`src/csv_row_field_parser_macros.svh`:
```
// assertion helpers for the csv row/field parser
`ifndef CSV_ROW_FIELD_PARSER_MACROS_SVH
`define CSV_ROW_FIELD_PARSER_MACROS_SVH

// same-cycle implication, disabled during reset
`define CSVRF_ASSERT_NOW(label, ante, cons, msg) \
    label: assert property (@(posedge aclk) disable iff (!aresetn) (ante) |-> (cons)) \
        else $error(msg);

// next-cycle implication, disabled during reset
`define CSVRF_ASSERT_NEXT(label, ante, cons, msg) \
    label: assert property (@(posedge aclk) disable iff (!aresetn) (ante) |=> (cons)) \
        else $error(msg);

`endif

```
`src/csvrf_pkg.sv`:
```
package csvrf_pkg;

    localparam logic [7:0] CH_COMMA = 8'h2c;
    localparam logic [7:0] CH_LF    = 8'h0a;
    localparam logic [7:0] CH_CR    = 8'h0d;
    localparam logic [7:0] CH_QUOTE = 8'h22;
    localparam logic [7:0] CH_SPACE = 8'h20;
    localparam logic [7:0] CH_TAB   = 8'h09;

    // field counter saturates here (max fields, capped by the 8-bit count)
    localparam logic [7:0] FIELD_LIMIT = 8'd255;

    typedef enum logic [2:0] {
        ERR_NONE           = 3'd0,
        ERR_QUOTE_IN_FIELD = 3'd1,
        ERR_AFTER_QUOTE    = 3'd2,
        ERR_EOF_IN_QUOTES  = 3'd3,
        ERR_FIELD_COUNT    = 3'd4
    } err_code_t;

endpackage

```
`src/csv_row_field_parser.sv`:
```
// csv_row_field_parser: takes csv text one byte per word on the s_ side and
// emits one word on the m_ side per content byte, field end or row end.
// quoted fields ("..." with "" for a literal quote), leading blanks skipped,
// empty lines dropped, cr / lf / crlf end a row. a malformed row gives one
// word with row_end and an error code, then bytes are dropped up to the next
// line end. s_tlast marks end of text (byte ignored) and closes any open row.
// cfg_wdata sets the required field count per row (0 = any); write it only
// while the block is idle. rate: one byte per cycle sustained; each byte
// passes the input register, then the result register; the only thing that
// slows the flow is m_tready held low while a result waits, since words
// that give no result pass through regardless.
`include "csv_row_field_parser_macros.svh"

module csv_row_field_parser
    import csvrf_pkg::*;
(
    input  logic        aclk,
    input  logic        aresetn,

    input  logic        cfg_we,
    input  logic [7:0]  cfg_wdata,     // expected_fields

    input  logic        s_tvalid,
    output logic        s_tready,
    input  logic [7:0]  s_tdata,       // [7:0] byte_in
    input  logic        s_tlast,       // end_of_input

    output logic        m_tvalid,
    input  logic        m_tready,
    output logic [23:0] m_tdata,       // [7:0] data_byte, [15:8] field_count,
                                       // [18:16] error_code, [23:19] zero
    output logic [1:0]  m_tuser,       // [0] data_valid, [1] field_end
    output logic        m_tlast        // row_end
);

    // configuration
    logic [7:0] expected_reg;

    // input register
    logic       in_valid_reg;
    logic [7:0] in_byte_reg;
    logic       in_last_reg;

    // parser state
    logic       in_quotes_reg,      in_quotes_next;
    logic       quote_pending_reg,  quote_pending_next;
    logic       field_has_data_reg, field_has_data_next;
    logic       at_row_start_reg,   at_row_start_next;
    logic       swallow_lf_reg,     swallow_lf_next;
    logic       skip_to_eol_reg,    skip_to_eol_next;
    logic [7:0] fields_reg,         fields_next;

    // result register
    logic       out_valid_reg, out_valid_next;
    logic       out_dv_reg;
    logic [7:0] out_byte_reg;
    logic       out_fe_reg;
    logic       out_re_reg;
    logic [7:0] out_count_reg;
    err_code_t  out_err_reg;

    // result of the byte in the input register
    logic       res_valid;
    logic       res_dv;
    logic [7:0] res_byte;
    logic       res_fe;
    logic       res_re;
    logic [7:0] res_count;
    err_code_t  res_err;

    logic       advance;
    logic       out_free;
    logic       is_eol;
    logic [7:0] count_inc;
    logic       count_bad;
    logic       proceed;
    logic       row_clear;
    logic       row_abort;

    assign is_eol    = (in_byte_reg == CH_CR) || (in_byte_reg == CH_LF);
    assign count_inc = (fields_reg < FIELD_LIMIT) ? fields_reg + 8'd1 : fields_reg;
    assign count_bad = (expected_reg != 8'd0) && (count_inc != expected_reg);

    // byte handling: defaults hold state, the swallow flag lasts one byte
    always_comb begin
        res_valid = 1'b0;
        res_dv    = 1'b0;
        res_byte  = 8'd0;
        res_fe    = 1'b0;
        res_re    = 1'b0;
        res_count = fields_reg;
        res_err   = ERR_NONE;
        proceed   = 1'b0;
        row_clear = 1'b0;
        row_abort = 1'b0;

        in_quotes_next      = in_quotes_reg;
        quote_pending_next  = quote_pending_reg;
        field_has_data_next = field_has_data_reg;
        at_row_start_next   = at_row_start_reg;
        skip_to_eol_next    = skip_to_eol_reg;
        fields_next         = fields_reg;
        swallow_lf_next     = 1'b0;

        if (in_last_reg) begin
            // end of text closes the open row
            row_clear = 1'b1;
            if (skip_to_eol_reg || at_row_start_reg) begin
                res_valid = 1'b0;
            end else if (in_quotes_reg && !quote_pending_reg) begin
                res_valid = 1'b1;
                res_re    = 1'b1;
                res_err   = ERR_EOF_IN_QUOTES;
            end else begin
                res_valid = 1'b1;
                res_fe    = 1'b1;
                res_re    = 1'b1;
                res_count = count_inc;
                res_err   = count_bad ? ERR_FIELD_COUNT : ERR_NONE;
            end
        end else if (skip_to_eol_reg) begin
            // dropping the rest of a bad line
            if (is_eol) begin
                row_clear       = 1'b1;
                swallow_lf_next = (in_byte_reg == CH_CR);
            end
        end else begin
            proceed = 1'b1;
            if (at_row_start_reg) begin
                if (swallow_lf_reg && in_byte_reg == CH_LF) begin
                    proceed = 1'b0;
                end else if (in_byte_reg == CH_SPACE || in_byte_reg == CH_TAB) begin
                    proceed = 1'b0;
                end else if (is_eol) begin
                    proceed         = 1'b0;
                    swallow_lf_next = (in_byte_reg == CH_CR);
                end else begin
                    at_row_start_next = 1'b0;
                end
            end

            if (proceed) begin
                if (in_quotes_reg && !quote_pending_reg) begin
                    if (in_byte_reg == CH_QUOTE) begin
                        quote_pending_next = 1'b1;
                    end else begin
                        res_valid           = 1'b1;
                        res_dv              = 1'b1;
                        res_byte            = in_byte_reg;
                        field_has_data_next = 1'b1;
                    end
                end else if (in_byte_reg == CH_QUOTE) begin
                    if (in_quotes_reg) begin
                        // doubled quote inside a quoted field
                        quote_pending_next  = 1'b0;
                        res_valid           = 1'b1;
                        res_dv              = 1'b1;
                        res_byte            = in_byte_reg;
                        field_has_data_next = 1'b1;
                    end else if (!field_has_data_reg) begin
                        in_quotes_next = 1'b1;
                    end else begin
                        row_abort = 1'b1;
                        res_valid = 1'b1;
                        res_re    = 1'b1;
                        res_err   = ERR_QUOTE_IN_FIELD;
                    end
                end else if (in_byte_reg == CH_COMMA) begin
                    in_quotes_next      = 1'b0;
                    quote_pending_next  = 1'b0;
                    field_has_data_next = 1'b0;
                    fields_next         = count_inc;
                    res_valid           = 1'b1;
                    res_fe              = 1'b1;
                    res_count           = count_inc;
                end else if (is_eol) begin
                    row_clear       = 1'b1;
                    swallow_lf_next = (in_byte_reg == CH_CR);
                    res_valid       = 1'b1;
                    res_fe          = 1'b1;
                    res_re          = 1'b1;
                    res_count       = count_inc;
                    res_err         = count_bad ? ERR_FIELD_COUNT : ERR_NONE;
                end else if (in_quotes_reg) begin
                    // closing quote followed by something other than , or eol
                    row_abort = 1'b1;
                    res_valid = 1'b1;
                    res_re    = 1'b1;
                    res_err   = ERR_AFTER_QUOTE;
                end else begin
                    res_valid           = 1'b1;
                    res_dv              = 1'b1;
                    res_byte            = in_byte_reg;
                    field_has_data_next = 1'b1;
                end
            end
        end

        if (row_clear || row_abort) begin
            in_quotes_next      = 1'b0;
            quote_pending_next  = 1'b0;
            field_has_data_next = 1'b0;
            at_row_start_next   = 1'b1;
            skip_to_eol_next    = 1'b0;
            fields_next         = 8'd0;
        end
        if (row_abort) begin
            at_row_start_next = 1'b0;
            skip_to_eol_next  = 1'b1;
        end
    end

    // flow control: a word with no result never waits on the output
    assign out_free       = !out_valid_reg || m_tready;
    assign advance        = in_valid_reg && (!res_valid || out_free);
    assign s_tready       = !in_valid_reg || advance;
    assign out_valid_next = (out_valid_reg && !m_tready) || (advance && res_valid);

    always_ff @(posedge aclk) begin
        if (!aresetn) begin
            expected_reg       <= 8'd0;
            in_valid_reg       <= 1'b0;
            out_valid_reg      <= 1'b0;
            in_quotes_reg      <= 1'b0;
            quote_pending_reg  <= 1'b0;
            field_has_data_reg <= 1'b0;
            at_row_start_reg   <= 1'b1;
            swallow_lf_reg     <= 1'b0;
            skip_to_eol_reg    <= 1'b0;
            fields_reg         <= 8'd0;
        end else begin
            if (cfg_we) begin
                expected_reg <= cfg_wdata;
            end
            if (s_tready) begin
                in_valid_reg <= s_tvalid;
            end
            out_valid_reg <= out_valid_next;
            if (advance) begin
                in_quotes_reg      <= in_quotes_next;
                quote_pending_reg  <= quote_pending_next;
                field_has_data_reg <= field_has_data_next;
                at_row_start_reg   <= at_row_start_next;
                swallow_lf_reg     <= swallow_lf_next;
                skip_to_eol_reg    <= skip_to_eol_next;
                fields_reg         <= fields_next;
            end
        end
    end

    // payload registers
    always_ff @(posedge aclk) begin
        if (s_tready && s_tvalid) begin
            in_byte_reg <= s_tdata;
            in_last_reg <= s_tlast;
        end
        if (advance && res_valid) begin
            out_dv_reg    <= res_dv;
            out_byte_reg  <= res_byte;
            out_fe_reg    <= res_fe;
            out_re_reg    <= res_re;
            out_count_reg <= res_count;
            out_err_reg   <= res_err;
        end
    end

    assign m_tvalid = out_valid_reg;
    assign m_tdata  = {5'd0, out_err_reg, out_count_reg, out_byte_reg};
    assign m_tuser  = {out_fe_reg, out_dv_reg};
    assign m_tlast  = out_re_reg;

    // a content byte never carries a field or row end or an error
    `CSVRF_ASSERT_NOW(a_data_word_plain, m_tvalid && m_tuser[0],
        !m_tuser[1] && !m_tlast && m_tdata[18:16] == ERR_NONE,
        "content word carries end mark or error")

    // any error ends the row
    `CSVRF_ASSERT_NOW(a_error_ends_row, m_tvalid && m_tdata[18:16] != ERR_NONE, m_tlast,
        "error reported without row end")

    // while dropping a bad line no field is open
    `CSVRF_ASSERT_NOW(a_skip_state, skip_to_eol_reg,
        !in_quotes_reg && !at_row_start_reg && fields_reg == 8'd0,
        "inconsistent state while dropping a line")

    // end of text puts the parser back at row start
    `CSVRF_ASSERT_NEXT(a_eoi_resets_row, advance && in_last_reg,
        at_row_start_reg && !skip_to_eol_reg && !in_quotes_reg && fields_reg == 8'd0,
        "row state not cleared after end of text")

endmodule
```
`config.mk`:
```
export PLATFORM = sky130hd
export DESIGN_NAME = csv_row_field_parser
export DESIGN_NICKNAME = d
export VERILOG_FILES = /design/src/csvrf_pkg.sv /design/src/csv_row_field_parser.sv
export VERILOG_INCLUDE_DIRS = /design/src /design/src/src
export SDC_FILE = /design/constraint.sdc
export NUM_CORES = 1
export LEC_CHECK = 0
export ABC_CLOCK_PERIOD_IN_PS = 4000
export BUFFER_PORTS_ARGS = -buffer_cell sky130_fd_sc_hd__buf_2
export CAP_MARGIN = 20
export CORE_ASPECT_RATIO = 0.5
export CORE_MARGIN = 2
export CORE_UTILIZATION = 56
export DETAILED_ROUTE_END_ITERATION = 7
export PLACE_DENSITY_LB_ADDON = 0.25
export SLEW_MARGIN = 5
export SYNTH_ARGS = -nofsm -noshare
export SYNTH_HDL_FRONTEND = slang
export SYNTH_SLANG_ARGS = --single-unit
export TNS_END_PERCENT = 20
```
`constraint.sdc`:
```
create_clock -name aclk -period 4 [get_ports aclk]
set_clock_uncertainty 0.05 [all_clocks]
set_input_delay 1.2 -clock aclk [delete_from_list [all_inputs] [get_ports aclk]]
set_output_delay 1.2 -clock aclk [all_outputs]
set_load 0.05 [all_outputs]
```
# ---- After elaboration in Yosys (flattened, before gate mapping)
# Cells that the tools add are included.
dict set report word_totals {
  rom_bits 0
  ff_bits 55
  mem_count 0
  in_bits 22
  latchBits 0
  ram_bits 0
}
dict set report op_classes {
  mux 136
  reduce_logical 32
  mul 0
  div 0
  shift 0
  eq_ne 19
  magnitude_cmp 1
  add_sub_neg 1
  n_bitwise 1
}
# op count
set ops {}
lappend ops {{$mux W8} 24}
lappend ops {{$mux W1} 101}
lappend ops {{$mux W3} 10}
lappend ops {{$eq A8 B4 Y1 const B} 3}
lappend ops {{$eq A8 B6 Y1 const B} 3}
lappend ops {{$reduce_and A7 Y1} 2}
lappend ops {{$ne A5 B1 Y1 const B} 2}
lappend ops {{$ne A3 B1 Y1 const B} 3}
lappend ops {{$add A8 B1 Y8 const B} 1}
lappend ops {{$logic_or A1 B1 Y1} 8}
lappend ops {{$lt A8 B8 Y1 const B} 1}
lappend ops {{$ne A2 B1 Y1 const B} 4}
lappend ops {{$ne A8 B8 Y1} 1}
lappend ops {{$reduce_and A8 Y1} 1}
lappend ops {{$reduce_bool A8 Y1} 1}
lappend ops {{$logic_and A1 B1 Y1} 7}
lappend ops {{$ne A3 B2 Y1 const B} 2}
lappend ops {{$reduce_and A6 Y1} 1}
lappend ops {{$reduce_bool A2 Y1} 3}
lappend ops {{$logic_not A1 Y1} 5}
lappend ops {{$ne A4 B3 Y1 const B} 1}
lappend ops {{$reduce_and A3 Y1} 1}
lappend ops {{$reduce_bool A3 Y1} 1}
lappend ops {{$reduce_or A3 Y1} 1}
lappend ops {{other kinds (3)} 3}

# ---- Logic depth before layout (Yosys ltp)
dict set report depth {
  ltp_word 16
  depth_mapped 11
  mapped_depth_nobuf 8
}

# ---- Least setup slack after synthesis
# No wires, ideal clock.
dict set report synth_path {
  path_type {reg2reg}
  startpoint {register in_byte_reg[2]}
  endpoint {register out_re_reg (netlist: m_tlast) (enable)}
  n_path_buf 2
  setup_slack_ns 0.452
  setup_time_ns 0.410
  stages_incl_launch_ff 8
  required_ns 3.540
  arrival_ns 3.088
  cell_sequence {edfxtp_1 buf_6 or3b_4 or3_4 o311ai_2 o21ai_1 buf_2 a21oi_1}
}
dict set report synth_between {
  elab_chain_cells 15
  word_cells_on_any_way 24
}
# item line
set synth_rtl {}
lappend synth_rtl {{start: declaration} csv_row_field_parser.sv:41} ;# logic [7:0] in_byte_reg;
lappend synth_rtl {{start signal: assignment} csv_row_field_parser.sv:254} ;# in_byte_reg <= s_tdata;
lappend synth_rtl {{$eq A8 B4 Y1, on equally long branches} {csv_row_field_parser.sv:80, csv_row_field_parser.sv:130}}
lappend synth_rtl {{$logic_or A1 B1 Y1} csv_row_field_parser.sv:80} ;# assign is_eol = (in_byte_reg == CH_CR) || (in_byte_reg == CH_LF);
lappend synth_rtl {{$mux W1} csv_row_field_parser.sv:134} ;# end else if (is_eol) begin
lappend synth_rtl {{$mux W1} csv_row_field_parser.sv:132} ;# end else if (in_byte_reg == CH_SPACE || in_byte_reg == CH_TAB) begin
lappend synth_rtl {{$mux W1} csv_row_field_parser.sv:130} ;# if (swallow_lf_reg && in_byte_reg == CH_LF) begin
lappend synth_rtl {{$mux W1} csv_row_field_parser.sv:129} ;# if (at_row_start_reg) begin
lappend synth_rtl {{$mux W1} csv_row_field_parser.sv:121} ;# end else if (skip_to_eol_reg) begin
lappend synth_rtl {{$mux W1} csv_row_field_parser.sv:105} ;# if (in_last_reg) begin
lappend synth_rtl {{$mux W1 (*)} csv_row_field_parser.sv:142} ;# if (proceed) begin
lappend synth_rtl {{$mux W1 (*)} csv_row_field_parser.sv:121}
lappend synth_rtl {{$mux W1 (*)} csv_row_field_parser.sv:105}
lappend synth_rtl {{$logic_not A1 Y1} csv_row_field_parser.sv:215} ;# assign advance = in_valid_reg && (!res_valid || out_free);
lappend synth_rtl {{$logic_or A1 B1 Y1} csv_row_field_parser.sv:215}
lappend synth_rtl {{$logic_and A1 B1 Y1} csv_row_field_parser.sv:215}
lappend synth_rtl {{$logic_and A1 B1 Y1 (*)} csv_row_field_parser.sv:257} ;# if (advance && res_valid) begin
lappend synth_rtl {{end signal: assignment} csv_row_field_parser.sv:261} ;# out_re_reg <= res_re;
lappend synth_rtl {{end: declaration} csv_row_field_parser.sv:58} ;# logic out_re_reg;
# Mark *: on every way between the ends. The rest lies on a longest branch, timed or not. The select of a mux whose other input is x is not followed.
# A chain may end at the register's enable or synchronous reset.

# ---- Final worst setup path
dict set report layout_path {
  startpoint {register in_byte_reg[1]}
  endpoint {output port s_tready}
}
dict set report layout_between {
  elab_chain_cells 15
  word_cells_on_any_way 24
}
# item line
set layout_rtl {}
lappend layout_rtl {{$eq A8 B4 Y1, on equally long branches} {csv_row_field_parser.sv:80, csv_row_field_parser.sv:130}}
lappend layout_rtl {{$logic_or A1 B1 Y1} csv_row_field_parser.sv:80}
lappend layout_rtl {{$mux W1} csv_row_field_parser.sv:134}
lappend layout_rtl {{$mux W1} csv_row_field_parser.sv:132}
lappend layout_rtl {{$mux W1} csv_row_field_parser.sv:130}
lappend layout_rtl {{$mux W1} csv_row_field_parser.sv:129}
lappend layout_rtl {{$mux W1} csv_row_field_parser.sv:121}
lappend layout_rtl {{$mux W1} csv_row_field_parser.sv:105}
lappend layout_rtl {{$mux W1 (*)} csv_row_field_parser.sv:142}
lappend layout_rtl {{$mux W1 (*)} csv_row_field_parser.sv:121}
lappend layout_rtl {{$mux W1 (*)} csv_row_field_parser.sv:105}
lappend layout_rtl {{$logic_not A1 Y1 (*)} csv_row_field_parser.sv:215}
lappend layout_rtl {{$logic_or A1 B1 Y1 (*)} csv_row_field_parser.sv:215}
lappend layout_rtl {{$logic_and A1 B1 Y1 (*)} csv_row_field_parser.sv:215}
lappend layout_rtl {{$logic_or A1 B1 Y1 (*)} csv_row_field_parser.sv:216} ;# assign s_tready = !in_valid_reg || advance;
lappend layout_rtl {{end: declaration} csv_row_field_parser.sv:24} ;# output logic s_tready,
# Marks and branches as above.

==> results_tabular.tex <==
\begin{tabular}{lr}
\hline
Metric & Value \\
\hline
\multicolumn{2}{l}{\textbf{Global route}} \\
Total congestion overflow after global routing & 0 \\
Antenna violations before repair & 0 \\
First-pass GRT wire length & 10,200 microns \\
Pin count of the biggest net entering global routing & 18 \\
Total track usage & 21.5\% \\
Number of global-route vias before repair & 2,081 \\
\multicolumn{2}{l}{\textbf{STA}} \\
Setup WS post-layout & 0.257 ns \\
Maximum clock rate & 0.267 GHz \\
Final number of setup-violating endpoints & 0 \\
Worst-margin pin slew & 0.891 ns \\
Setup repair after global routing missed its margin & false \\
Post-route fraction of the period consumed by the critical path & 93.6\% \\
Relative slew slack & 40.2\% \\
Post-route setup TNS & 0 ns \\
Worst hold margin & 0.467 ns \\
Max-slew violation count & 0 \\
Final Hold Violating Endpoints & 0 \\
Clock period minus worst slack & 3.74 ns \\
\multicolumn{2}{l}{\textbf{Route}} \\
Total routed wirelength & 6270 microns \\
Vias per std cell & 5.83 \\
Count of TritonRoute iterations in the first routing pass & 5 \\
DR vias & 2,391 \\
Routed WL per cell & 15.3 microns \\
Final antenna-violating net count & 0 \\
Remaining DRCs & 0 \\
First DRT Iteration DRCs & 115 \\
\multicolumn{2}{l}{\textbf{Clock network}} \\
Clock latency of the later-clocked register in the worst-skew pair & 0.31 ns \\
Post-CTS Setup Bufs & 0 \\
Max H-tree Level & 2 \\
TritonCTS buffer count & 5 \\
Sink count of the clock tree & 54 \\
CTS Buffer Depth & 2 \\
Clock input transition at the sequential cells of the worst setup and hold paths & 0.09 ns \\
Clock tree from TritonCTS & done \\
Number of buffers added to fix hold violations after cts & 0 \\
Cell at the root of the clock tree & sky130\_fd\_sc\_hd\_\_clkbuf\_8 \\
Number of gates resized after CTS & 0 \\
\multicolumn{2}{l}{\textbf{Floorplan}} \\
Die X-Extent & 107 microns \\
DIE AREA & 5950 sq um \\
Core Footprint & 5020 sq um \\
Number of placed I/O pins & 51 \\
Row count & 18 \\
Height of the die & 55.5 microns \\
Initial standard-cell utilization of the core & 59.2\% \\
\multicolumn{2}{l}{\textbf{Setup path}} \\
Data required time at the worst endpoint & 2.75 ns \\
Path type of the worst setup path & register to primary output \\
Largest driver fanout on the critical path & 9 \\
Startpoint type of the worst setup path & register \\
Data arrival time at the worst-slack endpoint & 2.49 ns \\
Setup crit end kind & primary output \\
\multicolumn{2}{l}{\textbf{Placement}} \\
Post-place instance area & 3200 sq um \\
Final RePlAce weighted congestion & 0.893 \\
Detailed Place HPWL & 4580 microns \\
Placement-stage worst setup slack & 0.626 ns \\
Port Buffer Count & 45 \\
Number of cells in the design after placement & 402 \\
\multicolumn{2}{l}{\textbf{Logic synthesis}} \\
Async set-reset flop share out of synthesis & 0\% \\
Number of enable flip-flop cells after synthesis & 31 \\
Number of instances in the synthesized netlist & 306 \\
Post-synthesis sequential area ratio & 46.8\% \\
Number of different library cells in the post-synthesis netlist & 63 \\
Count of synthesis-stage warnings from yosys & 0 \\
Number of register bits inferred by synthesis & 54 \\
Ys flop type & sky130\_fd\_sc\_hd\_\_edfxtp\_1 \\
Combined area of all synthesized cells & 2980 sq um \\
Average cell area after synthesis & 9.72 sq um \\
\multicolumn{2}{l}{\textbf{Flow run}} \\
Maximum Capacitance Violations & 0 \\
\multicolumn{2}{l}{\textbf{Power and ir drop}} \\
Standby leakage power & 1.24 nW \\
Total chip power & 1.07 mW \\
Total power density per cell area & 324 nW/um\^{}2 \\
Worst vdd ir & 0.186 mV \\
\multicolumn{2}{l}{\textbf{Finish}} \\
Final layout net count & 362 \\
Post-Layout Cell Count & 410 \\
Post-Route Utilization & 65.5\% \\
Multi-input gate area & 1410 sq um \\
Most frequent cells in the layout & 45 x sky130\_fd\_sc\_hd\_\_buf\_2, 31 x sky130\_fd\_sc\_hd\_\_edfxtp\_1, 23 x sky130\_fd\_sc\_hd\_\_nor2\_1, 23 x sky130\_fd\_sc\_hd\_\_dfxtp\_1, 22 x sky130\_fd\_sc\_hd\_\_nand2\_1 \\
Most common library cell in the layout ignoring fill and taps & sky130\_fd\_sc\_hd\_\_buf\_2 \\
Fill cell instance count of the final layout & 428 \\
Area grow syn2layout & 10.6\% \\
Layout cell share with drive strength beyond 1 & 22.6\% \\
Post-route cell area & 3290 sq um \\
FF/Latch Area & 1390 sq um \\
Antenna cells & 0 \\
\multicolumn{2}{l}{\textbf{Min path}} \\
Classification of the worst-slack hold path & register to register \\
\multicolumn{2}{l}{\textbf{Outcome}} \\
Result of the run & completed \\
\hline
\end{tabular}
## area by class of cell
class | count | share of cell area (%)
inverter | 10 | 1.14
tap | 70 | 2.66
clock inverter | 3 | 0.608
timing repair buffer | 50 | 8.36
clock buffer | 5 | 2.09
multi-input combinational | 218 | 42.9
sequential | 54 | 42.3
## power by group
part	total [mW]	leakage [nW]	internal (mW)	switching [mW]
clock	0.303	0.0484	0.124	0.180
combinational	0.139	0.720	0.0448	0.0942
sequential	0.625	0.477	0.608	0.0168
total	1.07	1.24	0.777	0.291
## worst paths after layout
path                                         from                         endpoint  slack [ns]  cells after the start
hold reg to reg   field_has_data_reg$_SDFFE_PN0P_  field_has_data_reg$_SDFFE_PN0P_        0.47                      2
setup / recovery         in_byte_reg[1]$_DFFE_PP_                         s_tready        0.26                      6
hold / removal    field_has_data_reg$_SDFFE_PN0P_  field_has_data_reg$_SDFFE_PN0P_        0.47                      2
setup reg to reg         in_byte_reg[1]$_DFFE_PP_         out_err_reg[1]$_DFFE_PP_        0.77                      6
## cells in the mapped netlist (2+ instances only)
cell                       count  share of area, %
sky130_fd_sc_hd__a211oi_1      3              0.76
sky130_fd_sc_hd__a21boi_2      2              0.76
sky130_fd_sc_hd__a21oi_1      19               3.2
sky130_fd_sc_hd__a31oi_1       5               1.1
sky130_fd_sc_hd__and2_1        8               1.7
sky130_fd_sc_hd__and3_1        7               1.5
sky130_fd_sc_hd__buf_2         3              0.50
sky130_fd_sc_hd__buf_4         8               2.0
sky130_fd_sc_hd__buf_6         2              0.76
sky130_fd_sc_hd__clkbuf_1     15               1.9
sky130_fd_sc_hd__dfxtp_1      23                15
sky130_fd_sc_hd__edfxtp_1     31                31
sky130_fd_sc_hd__inv_1        10               1.3
sky130_fd_sc_hd__mux2_2        3               1.1
sky130_fd_sc_hd__mux2i_1       9               3.0
sky130_fd_sc_hd__nand2_1      22               2.8
sky130_fd_sc_hd__nand2b_1      6               1.3
sky130_fd_sc_hd__nand3_1      15               2.5
sky130_fd_sc_hd__nand3b_1      4               1.0
sky130_fd_sc_hd__nand4_1       2              0.42
sky130_fd_sc_hd__nor2_1       23               2.9
sky130_fd_sc_hd__nor2b_1       4              0.84
sky130_fd_sc_hd__nor3_1        9               1.5
sky130_fd_sc_hd__nor4_1        4              0.84
sky130_fd_sc_hd__o211ai_1      2              0.50
sky130_fd_sc_hd__o21a_1        2              0.50
sky130_fd_sc_hd__o21ai_0      14               2.4
sky130_fd_sc_hd__o22ai_1       2              0.42
sky130_fd_sc_hd__o31ai_1       3              0.76
sky130_fd_sc_hd__or2_2         2              0.42
sky130_fd_sc_hd__xnor2_1       7               2.1
sky130_fd_sc_hd__xor2_1        6               1.8
## cell families (layout without fill, tap and decap cells)
kind of cell	count (synthesis)	in the layout	share of synthesized area, %
xor+xnor	13	13	3.83
other cells	1	5	0.126
flops	54	54	46.8
mux	12	12	4.16
fa+ha+maj	1	1	0.420
compound gates	73	73	18.0
buf+inv	38	68	6.43
simple gates	114	114	20.3
## critical path: stages (launching register included)
cell                       delay (ns)
sky130_fd_sc_hd__edfxtp_1        0.53
sky130_fd_sc_hd__or3b_4          0.47
sky130_fd_sc_hd__or3_4           0.39
sky130_fd_sc_hd__o311ai_2        0.34
sky130_fd_sc_hd__nor2_1          0.11
sky130_fd_sc_hd__nand2_1         0.09
sky130_fd_sc_hd__buf_2           0.26
## per-layer routing
layer,track usage (%),vias to the layer above,wire [microns]
met5,0,-,0
met4,4.27,0,29
met3,4.84,8,398
met2,34.2,98,2870
met1,30.3,1119,2960
li1,-,1166,-
No activity file was read; power rests on OpenSTA's default activity.
